### config.mk
export PLATFORM = sky130hd
export DESIGN_NAME = text_to_integer_parser_unit
export DESIGN_NICKNAME = d
export VERILOG_FILES = /design/src/sv/ttip_pkg.sv /design/src/sv/text_to_integer_parser_unit.sv
export SDC_FILE = /design/constraint.sdc
export NUM_CORES = 1
export LEC_CHECK = 0
export BUFFER_PORTS_ARGS = -buffer_cell sky130_fd_sc_hd__buf_2
export CORE_MARGIN = 2
export CORE_UTILIZATION = 35
export CTS_BUF_LIST = sky130_fd_sc_hd__clkbuf_16
export CTS_CLUSTER_DIAMETER = 50
export DETAILED_ROUTE_END_ITERATION = 7
export PLACE_DENSITY_LB_ADDON = 0.05
export SETUP_SLACK_MARGIN = 0.15
export SLEW_MARGIN = 20
export SYNTH_ARGS = -nofsm -noshare
export SYNTH_HDL_FRONTEND = slang
export SYNTH_SLANG_ARGS = --single-unit
### constraint.sdc
create_clock -name i_clk -period 28.3 [get_ports i_clk]
set_input_delay 0 -clock i_clk [delete_from_list [all_inputs] [get_ports i_clk]]
set_output_delay 0 -clock i_clk [all_outputs]
set_load 0.05 [all_outputs]
### src/sv/ttip_pkg.sv
`default_nettype none

package ttip_pkg;

    localparam int OFFSET_WIDTH_DEF = 16;
    localparam int VALUE_WIDTH_DEF  = 64;

    localparam int CH_W     = 8;
    localparam int BASE_W   = 6;
    localparam int VALUE_W  = 64;
    localparam int END_W    = 16;

    localparam logic [CH_W-1:0] CH_TAB   = 8'h09;
    localparam logic [CH_W-1:0] CH_CR    = 8'h0D;
    localparam logic [CH_W-1:0] CH_SPACE = 8'h20;
    localparam logic [CH_W-1:0] CH_PLUS  = 8'h2B;
    localparam logic [CH_W-1:0] CH_MINUS = 8'h2D;
    localparam logic [CH_W-1:0] CH_ZERO  = 8'h30;
    localparam logic [CH_W-1:0] CH_NINE  = 8'h39;
    localparam logic [CH_W-1:0] CH_A_UP  = 8'h41;
    localparam logic [CH_W-1:0] CH_Z_UP  = 8'h5A;
    localparam logic [CH_W-1:0] CH_X_UP  = 8'h58;
    localparam logic [CH_W-1:0] CH_A_LO  = 8'h61;
    localparam logic [CH_W-1:0] CH_Z_LO  = 8'h7A;
    localparam logic [CH_W-1:0] CH_X_LO  = 8'h78;

    localparam logic [BASE_W-1:0] BASE_AUTO = 6'd0;
    localparam logic [BASE_W-1:0] BASE_ONE  = 6'd1;
    localparam logic [BASE_W-1:0] BASE_OCT  = 6'd8;
    localparam logic [BASE_W-1:0] BASE_DEC  = 6'd10;
    localparam logic [BASE_W-1:0] BASE_HEX  = 6'd16;
    localparam logic [BASE_W-1:0] BASE_MAX  = 6'd36;
    localparam logic [BASE_W-1:0] NO_DIGIT  = 6'd63;
    localparam logic [BASE_W-1:0] LETTER_OFS = 6'd10;

    typedef enum logic [2:0] {
        PH_DONE,
        PH_WS,
        PH_SIGN,
        PH_ZERO,
        PH_ZX,
        PH_DIG
    } t_phase;

    typedef struct packed {
        logic [CH_W-1:0]   ch;
        logic              first;
        logic [BASE_W-1:0] base_sel;
    } t_in;

    typedef struct packed {
        logic signed [VALUE_W-1:0] value;
        logic [END_W-1:0]          end_offset;
        logic                      no_digits;
        logic                      overflow;
    } t_out;

    function automatic logic is_space(input logic [CH_W-1:0] c);
        return (c == CH_SPACE) || (c >= CH_TAB && c <= CH_CR);
    endfunction

    function automatic logic [BASE_W-1:0] digit_of(input logic [CH_W-1:0] c);
        logic [BASE_W-1:0] d;
        d = NO_DIGIT;
        if (c >= CH_ZERO && c <= CH_NINE) begin
            d = BASE_W'(c - CH_ZERO);
        end else if (c >= CH_A_LO && c <= CH_Z_LO) begin
            d = BASE_W'(c - CH_A_LO) + LETTER_OFS;
        end else if (c >= CH_A_UP && c <= CH_Z_UP) begin
            d = BASE_W'(c - CH_A_UP) + LETTER_OFS;
        end
        return d;
    endfunction

endpackage

`default_nettype wire

### src/sv/text_to_integer_parser_unit.sv
// Path: input reg, then result reg; each byte's digit step is one multiply-add by the base.
// Throughput: one byte per cycle while the result reg is free or being taken by i_out_ready.
// A byte that ends a number yields one result; all other bytes yield none.
// Reset: synchronous, active low; clears both stage valids and the parse phase.
// After reset bytes are ignored until a first-byte marker arrives.
`default_nettype none

module text_to_integer_parser_unit #(
    parameter int OFFSET_WIDTH = ttip_pkg::OFFSET_WIDTH_DEF,
    parameter int VALUE_WIDTH  = ttip_pkg::VALUE_WIDTH_DEF
) (
    input  wire logic          i_clk,
    input  wire logic          i_rst_n,
    input  wire logic          i_in_valid,
    output logic               o_in_ready,
    input  wire ttip_pkg::t_in i_in_data,
    output logic               o_out_valid,
    input  wire logic          i_out_ready,
    output ttip_pkg::t_out     o_out_data
);
    import ttip_pkg::*;

    localparam int PROD_W = VALUE_WIDTH + 7;
    localparam logic [OFFSET_WIDTH-1:0] OFF_MAX = '1;

    logic                    r_in_valid;
    t_in                     r_in;
    logic                    r_out_valid;
    t_out                    r_out;

    t_phase                  r_phase, n_phase;
    logic [VALUE_WIDTH-1:0]  r_acc, n_acc;
    logic [BASE_W-1:0]       r_base, n_base;
    logic                    r_neg, n_neg;
    logic [OFFSET_WIDTH-1:0] r_off, n_off;
    logic                    r_seen, n_seen;
    logic                    r_ovf, n_ovf;

    t_phase                  e_phase;
    logic [VALUE_WIDTH-1:0]  e_acc;
    logic [BASE_W-1:0]       e_base;
    logic                    e_neg;
    logic [OFFSET_WIDTH-1:0] e_off;
    logic                    e_seen;
    logic                    e_ovf;

    logic                    adv;
    logic                    fire;
    logic                    bad_base;
    logic                    lead;
    logic                    try_en;
    logic                    res;
    logic [BASE_W-1:0]       base_t;
    logic [VALUE_WIDTH-1:0]  acc_t;
    logic [BASE_W-1:0]       dig;
    logic [PROD_W-1:0]       prod;
    logic [PROD_W-1:0]       limit;
    logic [OFFSET_WIDTH-1:0] end_pos;
    logic [VALUE_WIDTH-1:0]  mag;
    t_out                    res_data;

    assign adv         = !r_out_valid || i_out_ready;
    assign fire        = r_in_valid && adv;
    assign o_in_ready  = !r_in_valid || adv;
    assign o_out_valid = r_out_valid;
    assign o_out_data  = r_out;

    always_ff @(posedge i_clk) begin
        if (!i_rst_n) begin
            r_in_valid <= 1'b0;
        end else if (i_in_valid && o_in_ready) begin
            r_in_valid <= 1'b1;
        end else if (fire) begin
            r_in_valid <= 1'b0;
        end
        if (i_in_valid && o_in_ready) begin
            r_in <= i_in_data;
        end
    end

    // a first byte restarts the parse with cleared state and the base taken from base_sel
    always_comb begin
        if (r_in.first) begin
            e_phase = PH_WS;
            e_acc   = '0;
            e_base  = r_in.base_sel;
            e_neg   = 1'b0;
            e_off   = '0;
            e_seen  = 1'b0;
            e_ovf   = 1'b0;
        end else begin
            e_phase = r_phase;
            e_acc   = r_acc;
            e_base  = r_base;
            e_neg   = r_neg;
            e_off   = r_off;
            e_seen  = r_seen;
            e_ovf   = r_ovf;
        end
    end

    assign bad_base = r_in.first && (r_in.base_sel == BASE_ONE || r_in.base_sel > BASE_MAX);
    assign dig      = digit_of(r_in.ch);
    assign prod     = PROD_W'(acc_t) * PROD_W'(base_t) + PROD_W'(dig);
    assign limit    = {8'd0, {(VALUE_WIDTH-1){1'b1}}} + PROD_W'(e_neg);

    always_comb begin
        n_phase = e_phase;
        n_acc   = e_acc;
        n_base  = e_base;
        n_neg   = e_neg;
        n_off   = e_off;
        n_seen  = e_seen;
        n_ovf   = e_ovf;
        lead    = 1'b0;
        try_en  = 1'b0;
        res     = 1'b0;
        base_t  = e_base;
        acc_t   = e_acc;
        end_pos = e_off;

        if (bad_base) begin
            res = 1'b1;
        end else begin
            unique case (e_phase)
                PH_DONE: begin
                end
                PH_WS: begin
                    if (is_space(r_in.ch)) begin
                    end else if (r_in.ch == CH_PLUS || r_in.ch == CH_MINUS) begin
                        n_neg   = (r_in.ch == CH_MINUS);
                        n_phase = PH_SIGN;
                    end else begin
                        lead = 1'b1;
                    end
                end
                PH_SIGN: begin
                    lead = 1'b1;
                end
                PH_ZERO: begin
                    if (r_in.ch == CH_X_LO || r_in.ch == CH_X_UP) begin
                        n_phase = PH_ZX;
                    end else begin
                        base_t = (e_base == BASE_AUTO) ? BASE_OCT : e_base;
                        try_en = 1'b1;
                    end
                end
                PH_ZX: begin
                    if (dig < BASE_HEX) begin
                        base_t = BASE_HEX;
                        acc_t  = '0;
                        try_en = 1'b1;
                    end else begin
                        // back off to just after the zero
                        res     = 1'b1;
                        end_pos = (e_off != '0) ? e_off - 1'b1 : '0;
                    end
                end
                PH_DIG: begin
                    try_en = 1'b1;
                end
                default: begin
                    n_phase = PH_DONE;
                end
            endcase
        end

        if (lead) begin
            if (r_in.ch == CH_ZERO && (e_base == BASE_AUTO || e_base == BASE_HEX)) begin
                n_acc   = '0;
                n_seen  = 1'b1;
                n_phase = PH_ZERO;
            end else begin
                base_t = (e_base == BASE_AUTO) ? BASE_DEC : e_base;
                try_en = 1'b1;
            end
        end

        if (try_en) begin
            n_base = base_t;
            if (dig < base_t) begin
                n_acc   = prod[VALUE_WIDTH-1:0];
                n_ovf   = e_ovf || (prod > limit);
                n_seen  = 1'b1;
                n_phase = PH_DIG;
            end else begin
                res = 1'b1;
            end
        end

        if (res) begin
            n_phase = PH_DONE;
        end else if (e_phase != PH_DONE && e_off != OFF_MAX) begin
            n_off = e_off + 1'b1;
        end
    end

    assign mag = e_neg ? (~e_acc + 1'b1) : e_acc;

    always_comb begin
        res_data.value      = e_seen ? VALUE_W'($signed(mag)) : '0;
        res_data.end_offset = e_seen ? END_W'(end_pos) : '0;
        res_data.no_digits  = !e_seen;
        res_data.overflow   = e_seen && e_ovf;
    end

    always_ff @(posedge i_clk) begin
        if (!i_rst_n) begin
            r_phase <= PH_DONE;
        end else if (fire) begin
            r_phase <= n_phase;
        end
        if (fire) begin
            r_acc  <= n_acc;
            r_base <= n_base;
            r_neg  <= n_neg;
            r_off  <= n_off;
            r_seen <= n_seen;
            r_ovf  <= n_ovf;
        end
    end

    always_ff @(posedge i_clk) begin
        if (!i_rst_n) begin
            r_out_valid <= 1'b0;
        end else if (fire && res) begin
            r_out_valid <= 1'b1;
        end else if (i_out_ready) begin
            r_out_valid <= 1'b0;
        end
        if (fire && res) begin
            r_out <= res_data;
        end
    end

`ifndef SYNTHESIS
    a_no_digits_zero: assert property (@(posedge i_clk) disable iff (!i_rst_n)
        (r_out_valid && r_out.no_digits) |->
            (r_out.value == '0 && r_out.end_offset == '0 && !r_out.overflow))
        else $error("no-digits result carries nonzero fields");

    a_done_after_result: assert property (@(posedge i_clk) disable iff (!i_rst_n)
        (fire && res) |=> (r_phase == PH_DONE))
        else $error("parse not closed after result");

    a_digit_seen: assert property (@(posedge i_clk) disable iff (!i_rst_n)
        (r_phase == PH_DIG || r_phase == PH_ZERO) |-> r_seen)
        else $error("digit phase without a digit");

    a_prefix_zero: assert property (@(posedge i_clk) disable iff (!i_rst_n)
        (r_phase == PH_ZX) |-> (r_seen && r_acc == '0))
        else $error("hex prefix with nonzero accumulator");

    a_base_legal: assert property (@(posedge i_clk) disable iff (!i_rst_n)
        (r_phase != PH_DONE) |-> (r_base <= BASE_MAX && r_base != BASE_ONE))
        else $error("active parse with illegal base");
`endif

endmodule

`default_nettype wire
==> impl_metrics.ini <==
[outcome]
status = finished clean

[clock_tree]
cts_tree = built
clock_path_buffers = 2
clock_sink_count = 191
ctsResizeCount = 0
cts_buffers = 17
insertion_delay_ps = 510
cts_setup_buffers = 0
root_buffer = clkbuf_16
htree_levels = 4
clk_pin_slew_ps = 90

[global_route]
met3_usage_pct = 4.40
grt_pass1_wl_um = 133000
grt_util_met2_pct = 34.4
busiest_layer = met1
grt_pass1_vias = 21400
grt_max_degree = 76
grtUsageMet1_pct = 36.0
antenna_found_initial = 2
track_usage_pct = 23.7
grt_overflow_total = 0

[power_and_ir_drop]
powerDensity_nw_per_um2 = 50.9
ir_drop_mv = 0.0495
p_leak_nw = 12.3

[floorplan]
die_h_um = 272
initial_core_util_pct = 35.2
rows = 98
dieArea_um2 = 73900
core-area_um2 = 71200
ios = 103
die_x_um = 272

[worst_setup_path]
critPathRequiredTime_ps = 28540
path_max_fanout = 28
crit_type = reg -> reg
crit_slowest_cell = inv_2
cp_data_arrival_time_ps = 11880
cpMostUsedCell = inv_1
slowest_delay_ps = 640
reg2regPathDepth = 36
startpoint_type = flip-flop
endpoint_kind = flip-flop

[placement]
pre_cts_ws_ps = 16600
numPortBuffers = 102
gp_congestion = 0.895
dp_hpwl_um = 66700
place_area_um2 = 26400

[cells_and_area]
design_area_um2 = 27200
syn_to_final_growth_pct = 8.45
drive_above_1_share_pct = 7.33
finalNetCount = 3368

[sta]
period_share_pct = 41.1
setup_viol = 0
grt_setup_unrepaired = no
max_freq_mhz = 86.0
maxSlewHeadroom_pct = 34.8
hold_viol = 0
layout_min_cycle_time_ps = 11630
clock_skew_ps = 23.0
slew_viol_final = 0
setup_tns_ps = 0
finalWorstSetupSlack_ps = 16670
tightest_slew_ps = 978

[drt]
drc = 0
drtIter0Drc = 1904
vias = 21200
wl_per_cell_um = 22.3
detail-route-antenna-nets = 0
drt_wl_total_um = 85400
dr.pass1.iters = 8
via_per_inst = 5.52

[synth]
yosys_warnings = 0
synth_fp_nets = 3360
yosys.cell_types.count = 85
ys_async_sr_fraction_pct = 0
syn_area_per_cell_um2 = 8.78
ys.flop_type = edfxtp_1
ys_ff_latch = 191
ys_seq_area_share_pct = 22.6
synth_edf_count = 186
syn_inst = 2859
synthesis.area_um2 = 25100

[min_path]
hold_class = in -> reg
worstHoldPathCells = 5

[run]
cap_violations = 0
critical path, delay by kind of cell (launching register included):
kind	cells	cell delay, ps
AO/OA/AOI/OAI	14	4160
XOR/XNOR	1	160
adder cells (fa/ha/maj)	7	3130
buffers and inverters	6	970
flip-flops	1	490
AND/OR/NAND/NOR	8	2440
synth_stat cells (all sizes together), types with 19 or more instances:
cell	number	area, µm²
nand2	344	1290
nor2	317	1190
fa	252	5040
ha	230	2880
inv	228	856
edfxtp	186	5590
a21oi	152	761
clkbuf	135	507
o21ai	123	616
and2	112	701
nand3	97	485
a21o	75	563
xnor2	71	622
xor2	55	482
nor3	45	230
nand4	35	219
nor2b	29	181
o31ai	28	210
nor4	27	181
buf	25	140
and3	24	150
a31oi	22	138
or3	22	138
o21bai	20	154
or4	19	146
cell families after synthesis:
group | share of synthesized area [%]
buffers and inverters | 6.05
flip-flops | 22.6
XOR/XNOR | 4.40
adder cells (fa/ha/maj) | 31.6
AO/OA/AOI/OAI | 13.4
AND/OR/NAND/NOR | 21.2
multiplexers | 0.698
layout make-up:
| class | count | area (µm²) |
|---|---|---|
| inverter | 232 | 873 |
| timing repair buffer | 149 | 913 |
| tap | 950 | 1190 |
| fill | 7252 | 44000 |
| antenna | 1 | 2.50 |
| clock buffer | 17 | 425 |
| sequential | 191 | 5690 |
| multi-input combinational | 2276 | 17900 |
| clock inverter | 15 | 194 |
placed cells by master (no fill, tap or decap), drive strengths merged, types with 7 or more instances in the layout:
cell type	n
and3	24
a21oi	152
clkinv	7
clkbuf	17
nor2	317
or4	19
nor2b	29
nor4b	7
xor2	55
nor4	27
o31ai	28
nor3	45
nand2b	15
dlygate4sd3	20
o211ai	15
or3	22
inv	238
nand2	344
ha	230
fa	252
nand4	35
buf	129
o21a	15
a21o	75
nand3	97
o21bai	20
mux2i	13
a31oi	22
or2	14
xnor2	71
o21ai	123
and2	112
edfxtp	186
registers in the layout, summed over array words and instances (netlist names):
register,flops
r_in,15
r_in_valid,1
r_phase,3
o_out_data,82
r_ovf,1
o_out_valid,1
r_acc,64
r_neg,1
r_base,6
r_seen,1
r_off,16
where the power goes:
part | switching [mW] | leakage [nW] | internal, mW
Clock | 0.148 | 0.294 | 0.122
Combinational | 0.488 | 10.2 | 0.268
Sequential | 0.0292 | 1.83 | 0.332
Total | 0.664 | 12.3 | 0.722
metrics by stage:
stage	utilization [%]	hold WS, ps	total power, mW	cells
3_5_place_dp	37.1	179	1.11	3778
5_1_grt	38.2	185	1.50	3830
2_1_floorplan	-	98.9	0.886	2859
4_1_cts	38.2	129	1.39	3830
6_report	38.2	178	1.39	3831
3_3_place_gp	37.1	180	1.11	3778
path summary, 6_finish.rpt:
path | startpoint | end | slack (ps)
worst max-delay path | r_in[7]$_DFFE_PP_ | r_ovf$_DFFE_PP_ | 16670
worst max register to register | r_in[7]$_DFFE_PP_ | r_ovf$_DFFE_PP_ | 16670
worst min-delay path | i_out_ready | r_phase[2]$_SDFFE_PN0P_ | 180
worst min register to register | r_phase[0]$_SDFFE_PN0P_ | r_phase[0]$_SDFFE_PN0P_ | 560
metal layers:
layer / vias to the layer above / wire length, µm
met1: 10600 / 42500
met5: - / 0
met3: 82 / 5560
met2: 682 / 35700
li1: 9834 / -
met4: 0 / 1650
timing repair:
item                                    4_1_cts  5_1_grt
hold endpoints to repair                     20        0
endpoints found under the setup margin        0        0
hold buffers                                 20        0
No activity file was read; power rests on OpenSTA's default activity.
